**src/rtl/lcd_timing_stat_controller_core_defines.svh**
```systemverilog
// Assertion macros shared by the display timing controller RTL.
`ifndef LCD_TIMING_STAT_CONTROLLER_CORE_DEFINES_SVH
`define LCD_TIMING_STAT_CONTROLLER_CORE_DEFINES_SVH

// invariant checked at every clock edge outside reset
`define LCD_TSC_ASSERT(label, clk, rst, prop, msg) \
   label: assert property (@(posedge clk) disable iff (rst) (prop)) else $error(msg);

// consequence checked in the cycle after the antecedent
`define LCD_TSC_ASSERT_NEXT(label, clk, rst, ante, cons, msg) \
   label: assert property (@(posedge clk) disable iff (rst) (ante) |=> (cons)) else $error(msg);

`endif

```
**src/rtl/lcd_tsc_pkg.sv**
```systemverilog
// Types and constants of the display timing controller.
package lcd_tsc_pkg;

   typedef enum logic [1:0] {
      CMD_TICK  = 2'd0,
      CMD_READ  = 2'd1,
      CMD_WRITE = 2'd2
   } cmd_type;

   typedef enum logic [1:0] {
      MODE_HBLANK = 2'd0,
      MODE_VBLANK = 2'd1,
      MODE_OAM    = 2'd2,
      MODE_DRAW   = 2'd3
   } lcd_mode_type;

   localparam logic [9:0] DOTS_OAM    = 10'd80;
   localparam logic [9:0] DOTS_DRAW   = 10'd172;
   localparam logic [9:0] DOTS_HBLANK = 10'd204;
   localparam logic [9:0] DOTS_LINE   = 10'd456;
   localparam logic [7:0] LY_VBLANK   = 8'd144;
   localparam logic [7:0] LY_LAST     = 8'd153;

   localparam logic [15:0] ADDR_LCDC = 16'hFF40;
   localparam logic [15:0] ADDR_STAT = 16'hFF41;
   localparam logic [15:0] ADDR_SCY  = 16'hFF42;
   localparam logic [15:0] ADDR_SCX  = 16'hFF43;
   localparam logic [15:0] ADDR_LY   = 16'hFF44;
   localparam logic [15:0] ADDR_LYC  = 16'hFF45;
   localparam logic [15:0] ADDR_DMA  = 16'hFF46;
   localparam logic [15:0] ADDR_BGP  = 16'hFF47;
   localparam logic [15:0] ADDR_OBP0 = 16'hFF48;
   localparam logic [15:0] ADDR_OBP1 = 16'hFF49;
   localparam logic [15:0] ADDR_WY   = 16'hFF4A;
   localparam logic [15:0] ADDR_WX   = 16'hFF4B;

   localparam logic [7:0] READ_UNMAPPED = 8'hFF;

   typedef struct packed {
      cmd_type     cmd;
      logic [6:0]  dot_count;
      logic [15:0] reg_address;
      logic [7:0]  write_data;
   } req_type;

   typedef struct packed {
      logic       frame_done;
      logic       line_done;
      logic       stat_irq;
      logic       vblank_irq;
      logic [7:0] read_data;
   } rsp_type;

endpackage

```
**src/rtl/lcd_tsc_timing.sv**
```systemverilog
// Dot counter, mode sequencer, STAT interrupt edge logic and register file.
`include "lcd_timing_stat_controller_core_defines.svh"

module lcd_tsc_timing (
   input  logic                 clock,
   input  logic                 reset,
   input  logic                 fire,
   input  lcd_tsc_pkg::req_type req,
   output lcd_tsc_pkg::rsp_type rsp
);

   logic [7:0]                lcdc_ff, lcdc_in;
   logic [3:0]                stat_en_ff, stat_en_in;
   logic                      lyc_match_ff, lyc_match_in;
   lcd_tsc_pkg::lcd_mode_type mode_ff, mode_in;
   logic [7:0]                scy_ff, scy_in;
   logic [7:0]                scx_ff, scx_in;
   logic [7:0]                ly_ff, ly_in;
   logic [7:0]                lyc_ff, lyc_in;
   logic [7:0]                dma_ff, dma_in;
   logic [7:0]                bgp_ff, bgp_in;
   logic [7:0]                obp0_ff, obp0_in;
   logic [7:0]                obp1_ff, obp1_in;
   logic [7:0]                wy_ff, wy_in;
   logic [7:0]                wx_ff, wx_in;
   logic [9:0]                dot_ff, dot_in;
   logic                      latch_ff, latch_in;

   logic [9:0]                dot_sum;
   logic [9:0]                step_thr;
   logic                      step_taken;
   logic [9:0]                dot_step;
   logic [7:0]                ly_inc;
   logic [7:0]                ly_step;
   lcd_tsc_pkg::lcd_mode_type mode_step;
   logic                      match_step;
   logic                      stat_src;
   logic                      tick_on;
   logic                      line_end;
   logic                      vblank_entry;
   logic                      stat_edge;

   // next mode, line and dot count for a tick with the display on
   always_comb begin
      dot_sum   = 10'(dot_ff + {3'b000, req.dot_count});
      ly_inc    = 8'(ly_ff + 8'd1);
      ly_step   = ly_ff;
      mode_step = mode_ff;
      unique case (mode_ff)
         lcd_tsc_pkg::MODE_OAM:    step_thr = lcd_tsc_pkg::DOTS_OAM;
         lcd_tsc_pkg::MODE_DRAW:   step_thr = lcd_tsc_pkg::DOTS_DRAW;
         lcd_tsc_pkg::MODE_HBLANK: step_thr = lcd_tsc_pkg::DOTS_HBLANK;
         default:                  step_thr = lcd_tsc_pkg::DOTS_LINE;
      endcase
      step_taken = (dot_sum >= step_thr);
      dot_step   = step_taken ? 10'(dot_sum - step_thr) : dot_sum;
      if (step_taken) begin
         unique case (mode_ff)
            lcd_tsc_pkg::MODE_OAM: begin
               mode_step = lcd_tsc_pkg::MODE_DRAW;
            end
            lcd_tsc_pkg::MODE_DRAW: begin
               mode_step = lcd_tsc_pkg::MODE_HBLANK;
            end
            lcd_tsc_pkg::MODE_HBLANK: begin
               ly_step   = ly_inc;
               mode_step = (ly_inc == lcd_tsc_pkg::LY_VBLANK) ? lcd_tsc_pkg::MODE_VBLANK
                                                             : lcd_tsc_pkg::MODE_OAM;
            end
            default: begin
               if (ly_inc > lcd_tsc_pkg::LY_LAST) begin
                  ly_step   = 8'd0;
                  mode_step = lcd_tsc_pkg::MODE_OAM;
               end else begin
                  ly_step = ly_inc;
               end
            end
         endcase
      end
      match_step = (ly_step == lyc_ff);
      stat_src   = (stat_en_ff[3] && match_step)
                || (stat_en_ff[2] && mode_step == lcd_tsc_pkg::MODE_OAM)
                || (stat_en_ff[1] && mode_step == lcd_tsc_pkg::MODE_VBLANK)
                || (stat_en_ff[0] && mode_step == lcd_tsc_pkg::MODE_HBLANK);
   end

   // pulses of a tick step
   always_comb begin
      tick_on      = (req.cmd == lcd_tsc_pkg::CMD_TICK) && lcdc_ff[7];
      line_end     = tick_on && step_taken && (mode_ff == lcd_tsc_pkg::MODE_DRAW);
      vblank_entry = tick_on && step_taken && (mode_ff == lcd_tsc_pkg::MODE_HBLANK)
                  && (ly_inc == lcd_tsc_pkg::LY_VBLANK);
      stat_edge    = tick_on && step_taken && stat_src && !latch_ff;
   end

   always_comb begin
      lcdc_in      = lcdc_ff;
      stat_en_in   = stat_en_ff;
      lyc_match_in = lyc_match_ff;
      mode_in      = mode_ff;
      scy_in       = scy_ff;
      scx_in       = scx_ff;
      ly_in        = ly_ff;
      lyc_in       = lyc_ff;
      dma_in       = dma_ff;
      bgp_in       = bgp_ff;
      obp0_in      = obp0_ff;
      obp1_in      = obp1_ff;
      wy_in        = wy_ff;
      wx_in        = wx_ff;
      dot_in       = dot_ff;
      latch_in     = latch_ff;
      unique case (req.cmd)
         lcd_tsc_pkg::CMD_TICK: begin
            if (!lcdc_ff[7]) begin
               dot_in   = 10'd0;
               ly_in    = 8'd0;
               mode_in  = lcd_tsc_pkg::MODE_HBLANK;
               latch_in = 1'b0;
            end else begin
               dot_in = dot_step;
               if (step_taken) begin
                  ly_in        = ly_step;
                  mode_in      = mode_step;
                  lyc_match_in = match_step;
                  latch_in     = stat_src;
               end
            end
         end
         lcd_tsc_pkg::CMD_WRITE: begin
            unique case (req.reg_address)
               lcd_tsc_pkg::ADDR_LCDC: begin
                  lcdc_in = req.write_data;
                  if (lcdc_ff[7] && !req.write_data[7]) begin
                     dot_in   = 10'd0;
                     ly_in    = 8'd0;
                     mode_in  = lcd_tsc_pkg::MODE_HBLANK;
                     latch_in = 1'b0;
                  end
               end
               lcd_tsc_pkg::ADDR_STAT: stat_en_in = req.write_data[6:3];
               lcd_tsc_pkg::ADDR_SCY:  scy_in     = req.write_data;
               lcd_tsc_pkg::ADDR_SCX:  scx_in     = req.write_data;
               lcd_tsc_pkg::ADDR_LYC:  lyc_in     = req.write_data;
               lcd_tsc_pkg::ADDR_DMA:  dma_in     = req.write_data;
               lcd_tsc_pkg::ADDR_BGP:  bgp_in     = req.write_data;
               lcd_tsc_pkg::ADDR_OBP0: obp0_in    = req.write_data;
               lcd_tsc_pkg::ADDR_OBP1: obp1_in    = req.write_data;
               lcd_tsc_pkg::ADDR_WY:   wy_in      = req.write_data;
               lcd_tsc_pkg::ADDR_WX:   wx_in      = req.write_data;
               default: begin
               end
            endcase
         end
         default: begin
         end
      endcase
   end

   always_comb begin
      rsp            = '0;
      rsp.vblank_irq = vblank_entry;
      rsp.frame_done = vblank_entry;
      rsp.line_done  = line_end;
      rsp.stat_irq   = stat_edge;
      if (req.cmd == lcd_tsc_pkg::CMD_READ) begin
         unique case (req.reg_address)
            lcd_tsc_pkg::ADDR_LCDC: rsp.read_data = lcdc_ff;
            lcd_tsc_pkg::ADDR_STAT: rsp.read_data = {1'b1, stat_en_ff, lyc_match_ff, mode_ff};
            lcd_tsc_pkg::ADDR_SCY:  rsp.read_data = scy_ff;
            lcd_tsc_pkg::ADDR_SCX:  rsp.read_data = scx_ff;
            lcd_tsc_pkg::ADDR_LY:   rsp.read_data = ly_ff;
            lcd_tsc_pkg::ADDR_LYC:  rsp.read_data = lyc_ff;
            lcd_tsc_pkg::ADDR_DMA:  rsp.read_data = dma_ff;
            lcd_tsc_pkg::ADDR_BGP:  rsp.read_data = bgp_ff;
            lcd_tsc_pkg::ADDR_OBP0: rsp.read_data = obp0_ff;
            lcd_tsc_pkg::ADDR_OBP1: rsp.read_data = obp1_ff;
            lcd_tsc_pkg::ADDR_WY:   rsp.read_data = wy_ff;
            lcd_tsc_pkg::ADDR_WX:   rsp.read_data = wx_ff;
            default:                rsp.read_data = lcd_tsc_pkg::READ_UNMAPPED;
         endcase
      end
   end

   always_ff @(posedge clock) begin
      if (reset) begin
         lcdc_ff      <= '0;
         stat_en_ff   <= '0;
         lyc_match_ff <= 1'b0;
         mode_ff      <= lcd_tsc_pkg::MODE_HBLANK;
         scy_ff       <= '0;
         scx_ff       <= '0;
         ly_ff        <= '0;
         lyc_ff       <= '0;
         dma_ff       <= '0;
         bgp_ff       <= '0;
         obp0_ff      <= '0;
         obp1_ff      <= '0;
         wy_ff        <= '0;
         wx_ff        <= '0;
         dot_ff       <= '0;
         latch_ff     <= 1'b0;
      end else if (fire) begin
         lcdc_ff      <= lcdc_in;
         stat_en_ff   <= stat_en_in;
         lyc_match_ff <= lyc_match_in;
         mode_ff      <= mode_in;
         scy_ff       <= scy_in;
         scx_ff       <= scx_in;
         ly_ff        <= ly_in;
         lyc_ff       <= lyc_in;
         dma_ff       <= dma_in;
         bgp_ff       <= bgp_in;
         obp0_ff      <= obp0_in;
         obp1_ff      <= obp1_in;
         wy_ff        <= wy_in;
         wx_ff        <= wx_in;
         dot_ff       <= dot_in;
         latch_ff     <= latch_in;
      end
   end

   `LCD_TSC_ASSERT(a_vblank_lines, clock, reset, (ly_ff <= lcd_tsc_pkg::LY_LAST) && ((mode_ff == lcd_tsc_pkg::MODE_VBLANK) == (ly_ff >= lcd_tsc_pkg::LY_VBLANK)), "line number out of step with vblank mode")
   `LCD_TSC_ASSERT_NEXT(a_vblank_entry, clock, reset, fire && rsp.vblank_irq, (mode_ff == lcd_tsc_pkg::MODE_VBLANK) && (ly_ff == lcd_tsc_pkg::LY_VBLANK), "vblank pulse without vblank entry")
   `LCD_TSC_ASSERT_NEXT(a_stat_latch, clock, reset, fire && rsp.stat_irq, latch_ff, "stat pulse left the edge latch clear")
   `LCD_TSC_ASSERT_NEXT(a_lcd_off_tick, clock, reset, fire && (req.cmd == lcd_tsc_pkg::CMD_TICK) && !lcdc_ff[7], (dot_ff == 10'd0) && (ly_ff == 8'd0) && (mode_ff == lcd_tsc_pkg::MODE_HBLANK) && !latch_ff, "tick with display off did not hold timing in reset")

endmodule

```
**src/rtl/lcd_timing_stat_controller_core.sv**
```systemverilog
// Top level of the display timing controller: input and result registers around the sequencer.
//
//   channel | direction | tdata (low bit first)                                | tuser
//   req     | in        | dot_count[6:0] reg_address[22:7] write_data[30:23]   | cmd[1:0]
//   rsp     | out       | read_data[7:0] vblank_irq[8] stat_irq[9]             | -
//           |           | line_done[10] frame_done[11]                         |
//
// One transaction in and one out per clock while rsp is not stalled; a transaction reaches rsp
// after it is taken on req, through the input register and then the result register.
// State changes when a transaction moves from the input register into the result register.
// A stalled rsp holds its result; req keeps taking one more transaction into the input register.
// Synchronous active-high reset returns every display register to zero.
module lcd_timing_stat_controller_core (
   input  logic        clock,
   input  logic        reset,
   input  logic        req_tvalid,
   output logic        req_tready,
   input  logic [31:0] req_tdata,   // dot_count, reg_address, write_data, zero pad
   input  logic [1:0]  req_tuser,   // cmd
   output logic        rsp_tvalid,
   input  logic        rsp_tready,
   output logic [15:0] rsp_tdata    // read_data, vblank_irq, stat_irq, line_done, frame_done, pad
);

   logic                 in_valid_ff, in_valid_in;
   lcd_tsc_pkg::req_type in_data_ff, in_data_in;
   logic                 out_valid_ff, out_valid_in;
   lcd_tsc_pkg::rsp_type out_data_ff;
   lcd_tsc_pkg::rsp_type step_rsp;
   logic                 req_fire;
   logic                 advance;

   always_comb begin
      advance      = in_valid_ff && (!out_valid_ff || rsp_tready);
      req_tready   = !in_valid_ff || advance;
      req_fire     = req_tvalid && req_tready;
      in_valid_in  = req_fire || (in_valid_ff && !advance);
      out_valid_in = advance || (out_valid_ff && !rsp_tready);
      in_data_in.cmd         = lcd_tsc_pkg::cmd_type'(req_tuser);
      in_data_in.dot_count   = req_tdata[6:0];
      in_data_in.reg_address = req_tdata[22:7];
      in_data_in.write_data  = req_tdata[30:23];
   end

   lcd_tsc_timing u_timing (
      .clock (clock),
      .reset (reset),
      .fire  (advance),
      .req   (in_data_ff),
      .rsp   (step_rsp)
   );

   always_ff @(posedge clock) begin
      if (reset) begin
         in_valid_ff  <= 1'b0;
         out_valid_ff <= 1'b0;
      end else begin
         in_valid_ff  <= in_valid_in;
         out_valid_ff <= out_valid_in;
      end
   end

   always_ff @(posedge clock) begin
      if (req_fire) begin
         in_data_ff <= in_data_in;
      end
      if (advance) begin
         out_data_ff <= step_rsp;
      end
   end

   assign rsp_tvalid = out_valid_ff;
   assign rsp_tdata  = {4'b0000, out_data_ff.frame_done, out_data_ff.line_done,
                        out_data_ff.stat_irq, out_data_ff.vblank_irq, out_data_ff.read_data};

endmodule
```
**config.mk**
```make
export PLATFORM = sky130hd
export DESIGN_NAME = lcd_timing_stat_controller_core
export DESIGN_NICKNAME = d
export VERILOG_FILES = /design/src/rtl/lcd_tsc_pkg.sv /design/src/rtl/lcd_tsc_timing.sv /design/src/rtl/lcd_timing_stat_controller_core.sv
export VERILOG_INCLUDE_DIRS = /design/src /design/src/rtl
export SDC_FILE = /design/constraint.sdc
export NUM_CORES = 1
export LEC_CHECK = 0
export BUFFER_PORTS_ARGS = -buffer_cell sky130_fd_sc_hd__buf_2
export CAP_MARGIN = 20
export CORE_AREA = 8 8 127 129
export CTS_BUF_LIST = sky130_fd_sc_hd__clkbuf_8
export CTS_CLUSTER_DIAMETER = 50
export DETAILED_ROUTE_END_ITERATION = 6
export DIE_AREA = 0 0 135 137
export PLACE_DENSITY = 0.87
export SLEW_MARGIN = 20
export SYNTH_ARGS = -nofsm -noshare
export SYNTH_HDL_FRONTEND = slang
export SYNTH_SLANG_ARGS = --single-unit
```
**constraint.sdc**
```tcl
create_clock -name clock -period 6.52 [get_ports clock]
set_input_delay 0.326 -clock clock [delete_from_list [all_inputs] [get_ports clock]]
set_output_delay 0.326 -clock clock [all_outputs]
set_load 0.01 [all_outputs]
```
Word-level counts from Yosys, hierarchy flattened

Index checks and enable logic that the tools add are counted.

Mux-type cells: 29
Add/sub/neg operators: 3
Reduce and logical (&&, ||, !) cells: 48
Equal/unequal tests: 23
Order comparisons: 2

Operators by type and width:

| operator                                    | count |
|---|---|
| equality test 16 bit, second input constant | 12 |
| one-hot mux 8 bit (12 select lines)         | 1 |
| two-way mux 8 bit                           | 6 |
| two-way mux 10 bit                          | 4 |
| AND reduction 3 bit                         | 11 |
| one-hot mux 8 bit (2 select lines)          | 2 |
| one-hot mux 9 bit (3 select lines)          | 1 |
| one-hot mux 10 bit (2 select lines)         | 1 |
| logical AND 1 bit                           | 16 |
| two-way mux 2 bit                           | 7 |
| adder 10 x 7 -> 10 bit                      | 1 |
| >= comparator 10 x 9 -> 1 bit               | 1 |
| subtractor 10 x 9 -> 10 bit                 | 1 |
| adder 8 x 1 -> 8 bit, second input constant | 1 |
| equality test 2 bit, second input constant  | 4 |
| equality test 8 bit                         | 1 |
| equality test 8 bit, second input constant  | 1 |
| > comparator 8 bit, second input constant   | 1 |
| AND reduction 4 bit                         | 2 |
| logical OR 1 bit                            | 7 |
| logical NOT 1 bit                           | 6 |
| logical NOT 2 bit                           | 3 |
| one-hot mux 2 bit (3 select lines)          | 1 |
| AND reduction 5 bit                         | 1 |
| 8 further kinds                             | 13 |

Input port bits: 38
Output and inout bits: 18
Logic and storage cells: 131
Bits in registers: 152

Longest topological paths before layout

Depth in word-level cells: 13
Mapped depth: 21
Gate-level depth less buffers: 19

Modules after synthesis

A second synthesis with hierarchy kept.

Cell total of the unflattened synthesis: 876
Area, all modules: 7742.4 um^2

Modules (own cells, without submodules):

| module                          | sequential area each (um^2) | area each (um^2) | times used | cells each |
|---|---|---|---|---|
| lcd_tsc_timing                  | 2122.0                      | 6253.5           | 1          | 816 |
| lcd_timing_stat_controller_core | 1391.3                      | 1488.9           | 1          | 60 |

Worst setup path before layout

No wires, ideal clock.

Path kind: reg-to-reg
Start: register in_data_ff[24] (netlist name)
End: register out_data_ff (netlist bit rsp_tdata[9]) (data pin)
Data arrival time: 4.260 ns
Setup time: 0.158 ns
Path buffers: 1
Cell stages (with the launch flop): 21
Clock period less this slack: 4.418 ns
Slack: 2.102 ns
Required time: 6.362 ns
Cell sequence: edfxtp_1 ha_1 fa_1 a21o_1 a21oi_1 o21bai_1 a21oi_1 nor2b_1 o21ai_0 xnor2_1 ha_1 and3b_1 a41oi_1 o21a_1 nand3_1 buf_2 o31ai_1 o221ai_2 nor4_4 nand3_2 a211oi_2

Word-level cells in the longest chain between the ends: 10
Elaborated cells between the ends (all ways): 18
Those cells by class: add/sub: 1; order compare: 1; eq/ne: 3; mux: 2; reduce/logical: 11

RTL lines:

| element                                                           | RTL line                                   | RTL |
|---|---|---|
| start, declared                                                   | lcd_timing_stat_controller_core.sv:26      | `lcd_tsc_pkg::req_type in_data_ff, in_data_in;` |
| start signal, assigned                                            | lcd_timing_stat_controller_core.sv:65      | `in_data_ff <= in_data_in;` |
| adder 10 x 7 -> 10 bit *                                          | lcd_tsc_timing.sv:45                       | `dot_sum = 10'(dot_ff + {3'b000, req.dot_count});` |
| >= comparator 10 x 9 -> 1 bit *                                   | lcd_tsc_timing.sv:55                       | `step_taken = (dot_sum >= step_thr);` |
| two-way mux 8 bit / two-way mux 2 bit (equally long branches)     | lcd_tsc_timing.sv:57                       | `if (step_taken) begin` |
| equality test 8 bit / equality test 2 bit (equally long branches) | lcd_tsc_timing.sv:80, lcd_tsc_timing.sv:82 |  |
| logical AND 1 bit (on tied branches)                              | lcd_tsc_timing.sv:81, lcd_tsc_timing.sv:82 |  |
| logical OR 1 bit                                                  | lcd_tsc_timing.sv:82                       | `\|\| (stat_en_ff[2] && mode_step == lcd_tsc_pkg::MODE_OAM)` |
| logical OR 1 bit                                                  | lcd_tsc_timing.sv:83                       | `\|\| (stat_en_ff[1] && mode_step == lcd_tsc_pkg::MODE_VBLANK)` |
| logical OR 1 bit                                                  | lcd_tsc_timing.sv:84                       | `\|\| (stat_en_ff[0] && mode_step == lcd_tsc_pkg::MODE_HBLANK);` |
| logical AND 1 bit * (2 in a row)                                  | lcd_tsc_timing.sv:93                       | `stat_edge = tick_on && step_taken && stat_src && !latch_ff;` |
| named net u_timing.stat_edge                                      | lcd_tsc_timing.sv:41                       | `logic stat_edge;` |
| end signal, assigned                                              | lcd_timing_stat_controller_core.sv:68      | `out_data_ff <= step_rsp;` |
| end, declared                                                     | lcd_timing_stat_controller_core.sv:28      | `lcd_tsc_pkg::rsp_type out_data_ff;` |

Mark *: on every way through the listed nets, which the timed path passes. The rest lies on a longest branch.
A chain may end at the register's enable or synchronous reset.

Final worst setup path

Same ends and word-level chain as after synthesis.

==> metrics <==
status=completed; post-CTS setup buffers=0; via/cell ratio=6.38; design area=8900 um^2; total CTS buffers=17; final setup violating endpoints=0; DP Area=8520 um^2; Seq cells post-synth=152; total power=~1.8 mW; Leak=3.12 nW; ys flop type=dfxtp_1; total of max-cap violations=0; most common cell after layout, fill and taps aside=nor2_1; Crit Path Category=reg -> reg; final net count=962; Boundary Pins=56; core area=~14,000 um^2; post-layout min period=5300 ps; Finished Layout Cells=1,098; worst min-delay path category=in -> reg; die area=between 15,000 and 20,000 um^2; Synthesis Warnings=0; Clock Tree Buf Depth=2; WHS Path Cells=1; Worst Max-Slew Pin Slew=947 ps; number of global-route vias before repair=6,652; clock skew=around 13 ps; Root Buffer Master=clkbuf_8; largest net degree at the start of global routing=110; hold-critical path endpoint=in_data_ff[12]; met2 usage=36.2%; synth top area cells=dfxtp_1 26%, edfxtp_1 16%, mux2i_1 11%; drt drc=0; gpl congestion=between 0.9 and 1; number of enable flip-flop cells after synthesis=44; synthesized area=8260 um^2; sequential share of the synthesized area=42.2%; post_cts resized=0; most frequent cells in the layout=124 x nor2_1, 108 x dfxtp_1, 90 x mux2i_1; Via Count=7,000; Yosys top cell area share=26.2%; post-synthesis cell type count=just under 90; Synth Instances=889; FF-to-FF Start=in_data_ff[24]; Layout area overhead=7.74%; global route overflow=0; RSZ-0062 raised after global routing=no; power per cell area=202 nW/um^2; initial antenna violation count=0; Rows=44; Detailed Place HPWL=14,100 um; Critical Path Fanout Max=12; CTS tree=done; met1 Use GR=28.6%; peak supply drop=0.000245 V; placed cells=between 1k and 1.5k; fin util=62.7%; CTS Sinks=152; wire per inst=19.2 um; Async SR Flop Fraction=0%; GR Util met3=between 4 and 5%; Hold Crit Start=req_tdata[11]; Chip Width=135 um; Rel. slew slack=~36%; Die Height=137 um; mean post-synth cell area=9.29 um^2; drt first-iter violations=801; Critical Path Start Type=flip-flop; Starting Density=58.2%; TNS Setup=0 ps; ant diodes=0; first-pass GRT wire length=33,600 um; Crit. End Element=flip-flop; f_max=between 150 and 200 MHz; period utilization=81.3%; Total Routed Length=21,100 um; total track usage=22.8%; share of cells above drive strength 1=14.1%; Max Slew Vio Count=0; antenna-violating nets left=0; # port buffers=50; post-synth top area cell=dfxtp_1; busiest grt layer=met2; CP Data Required Time=6790 ps; latest clock arrival within the worst-skew pair=450 ps; R2R Path End=rsp_tdata[9]; flop2flop setup slack=1220 ps; Reg2Reg Depth=19; final hold violation count=0; clock slew at reported path FFs=90 ps; Arr. time, crit path=around 5600 ps; hold_buf cts=0; H-tree Lvls=4; TritonRoute pass-1 iters=6
==> metal layers <==
metal,wire (um),share of wire [%]
met5,0,0
met4,959,4.6
met3,1830,8.7
met2,9550,45
met1,8730,41
==> sequential cells by signal (all words and copies together), names as in the netlist <==
name                   count
in_data_ff                33
rsp_tdata                 11
u_timing.dot_ff           10
u_timing.bgp_ff            8
u_timing.dma_ff            8
u_timing.lcdc_ff           8
u_timing.ly_ff             8
u_timing.lyc_ff            8
u_timing.obp0_ff           8
u_timing.obp1_ff           8
u_timing.scx_ff            8
u_timing.scy_ff            8
u_timing.wx_ff             8
u_timing.wy_ff             8
u_timing.stat_en_ff        4
u_timing.mode_ff           2
in_valid_ff                1
rsp_tvalid                 1
u_timing.latch_ff          1
u_timing.lyc_match_ff      1
==> how the worst max path moves through the flow <==
stage,start,end,slack (ps),cells after the start
floorplan,in_data_ff[24],rsp_tdata[9],2100,20
global placement,in_data_ff[24],rsp_tdata[9],1490,19
detailed placement,in_data_ff[24],rsp_tdata[9],1360,19
CTS,in_data_ff[24],rsp_tdata[9],1320,19
global route,in_data_ff[24],rsp_tdata[9],880,19
finish,in_data_ff[24],rsp_tdata[9],1220,19
==> layout make-up <==
| class | instances | area [um^2] |
|---|---|---|
| flip-flops and latches | 152 | 3480 |
| fillers | 1103 | 5300 |
| multi-input cells | 655 | 4440 |
| clock inverters | 13 | 118 |
| inverters | 19 | 71.3 |
| repair buffers | 56 | 302 |
| well taps | 184 | 230 |
| clock buffers | 19 | 262 |
==> power by group <==
part,internal [mW],leakage (nW),switching (mW)
Combinational,0.0306,1.63,0.0616
Clock,0.325,0.197,0.368
Sequential,0.989,1.29,0.0202
Total,1.34,3.12,0.449
==> metrics by stage <==
stage	setup slack, ps	hold slack [ps]
4_1_cts	1320	20.1
5_1_grt	876	22.1
3_3_place_gp	1490	436
6_report	1220	40.6
3_5_place_dp	1360	442
2_1_floorplan	2100	425
==> cells by family (layout without fill, tap and decap cells) <==
group                      after synthesis  after routing  share of synthesized area [%]
AOI/OAI and AO/OA                      191            191                           16.1
xor gates and xnor gates                17             17                           1.80
adders and majority gates               23             23                           3.66
buffers and inverters                   85            107                           4.29
DFF                                    152            152                           42.2
muxes                                  100            100                           12.7
other                                    1              4                         0.0454
and+or+nand+nor                        320            320                           19.3
==> cell usage after synthesis (all sizes together) (4+ instances only) <==
master	instances
a21o	8
edfxtp	44
nor3	18
a211oi	7
nand2	69
o221ai	6
nand3	31
clkbuf	44
inv	19
xor2	9
xnor2	8
a221oi	4
a22oi	13
or4	7
nand3b	5
and2	7
ha	21
nor4	6
mux2	7
nand4	9
o31ai	8
a31oi	8
buf	22
o21a	6
a22o	5
nand2b	6
dfxtp	108
mux2i	90
nor2	129
or2	5
nor2b	10
a21oi	52
o21ai	42
==> worst max-delay path, cell delays in order (launching register included) <==
cell	delay [ps]
edfxtp_1	370
ha_1	240
fa_1	430
a21o_1	170
a21oi_1	240
o21bai_1	110
a21oi_1	230
nor2b_1	70
o21ai_0	220
xnor2_1	170
ha_1	290
and3b_1	180
a41oi_1	330
o21a_1	250
nand3_1	420
o31ai_1	440
o221ai_2	170
nor4_4	370
nand3_2	130
a211oi_2	280
Power figures use the tool's default switching activity.
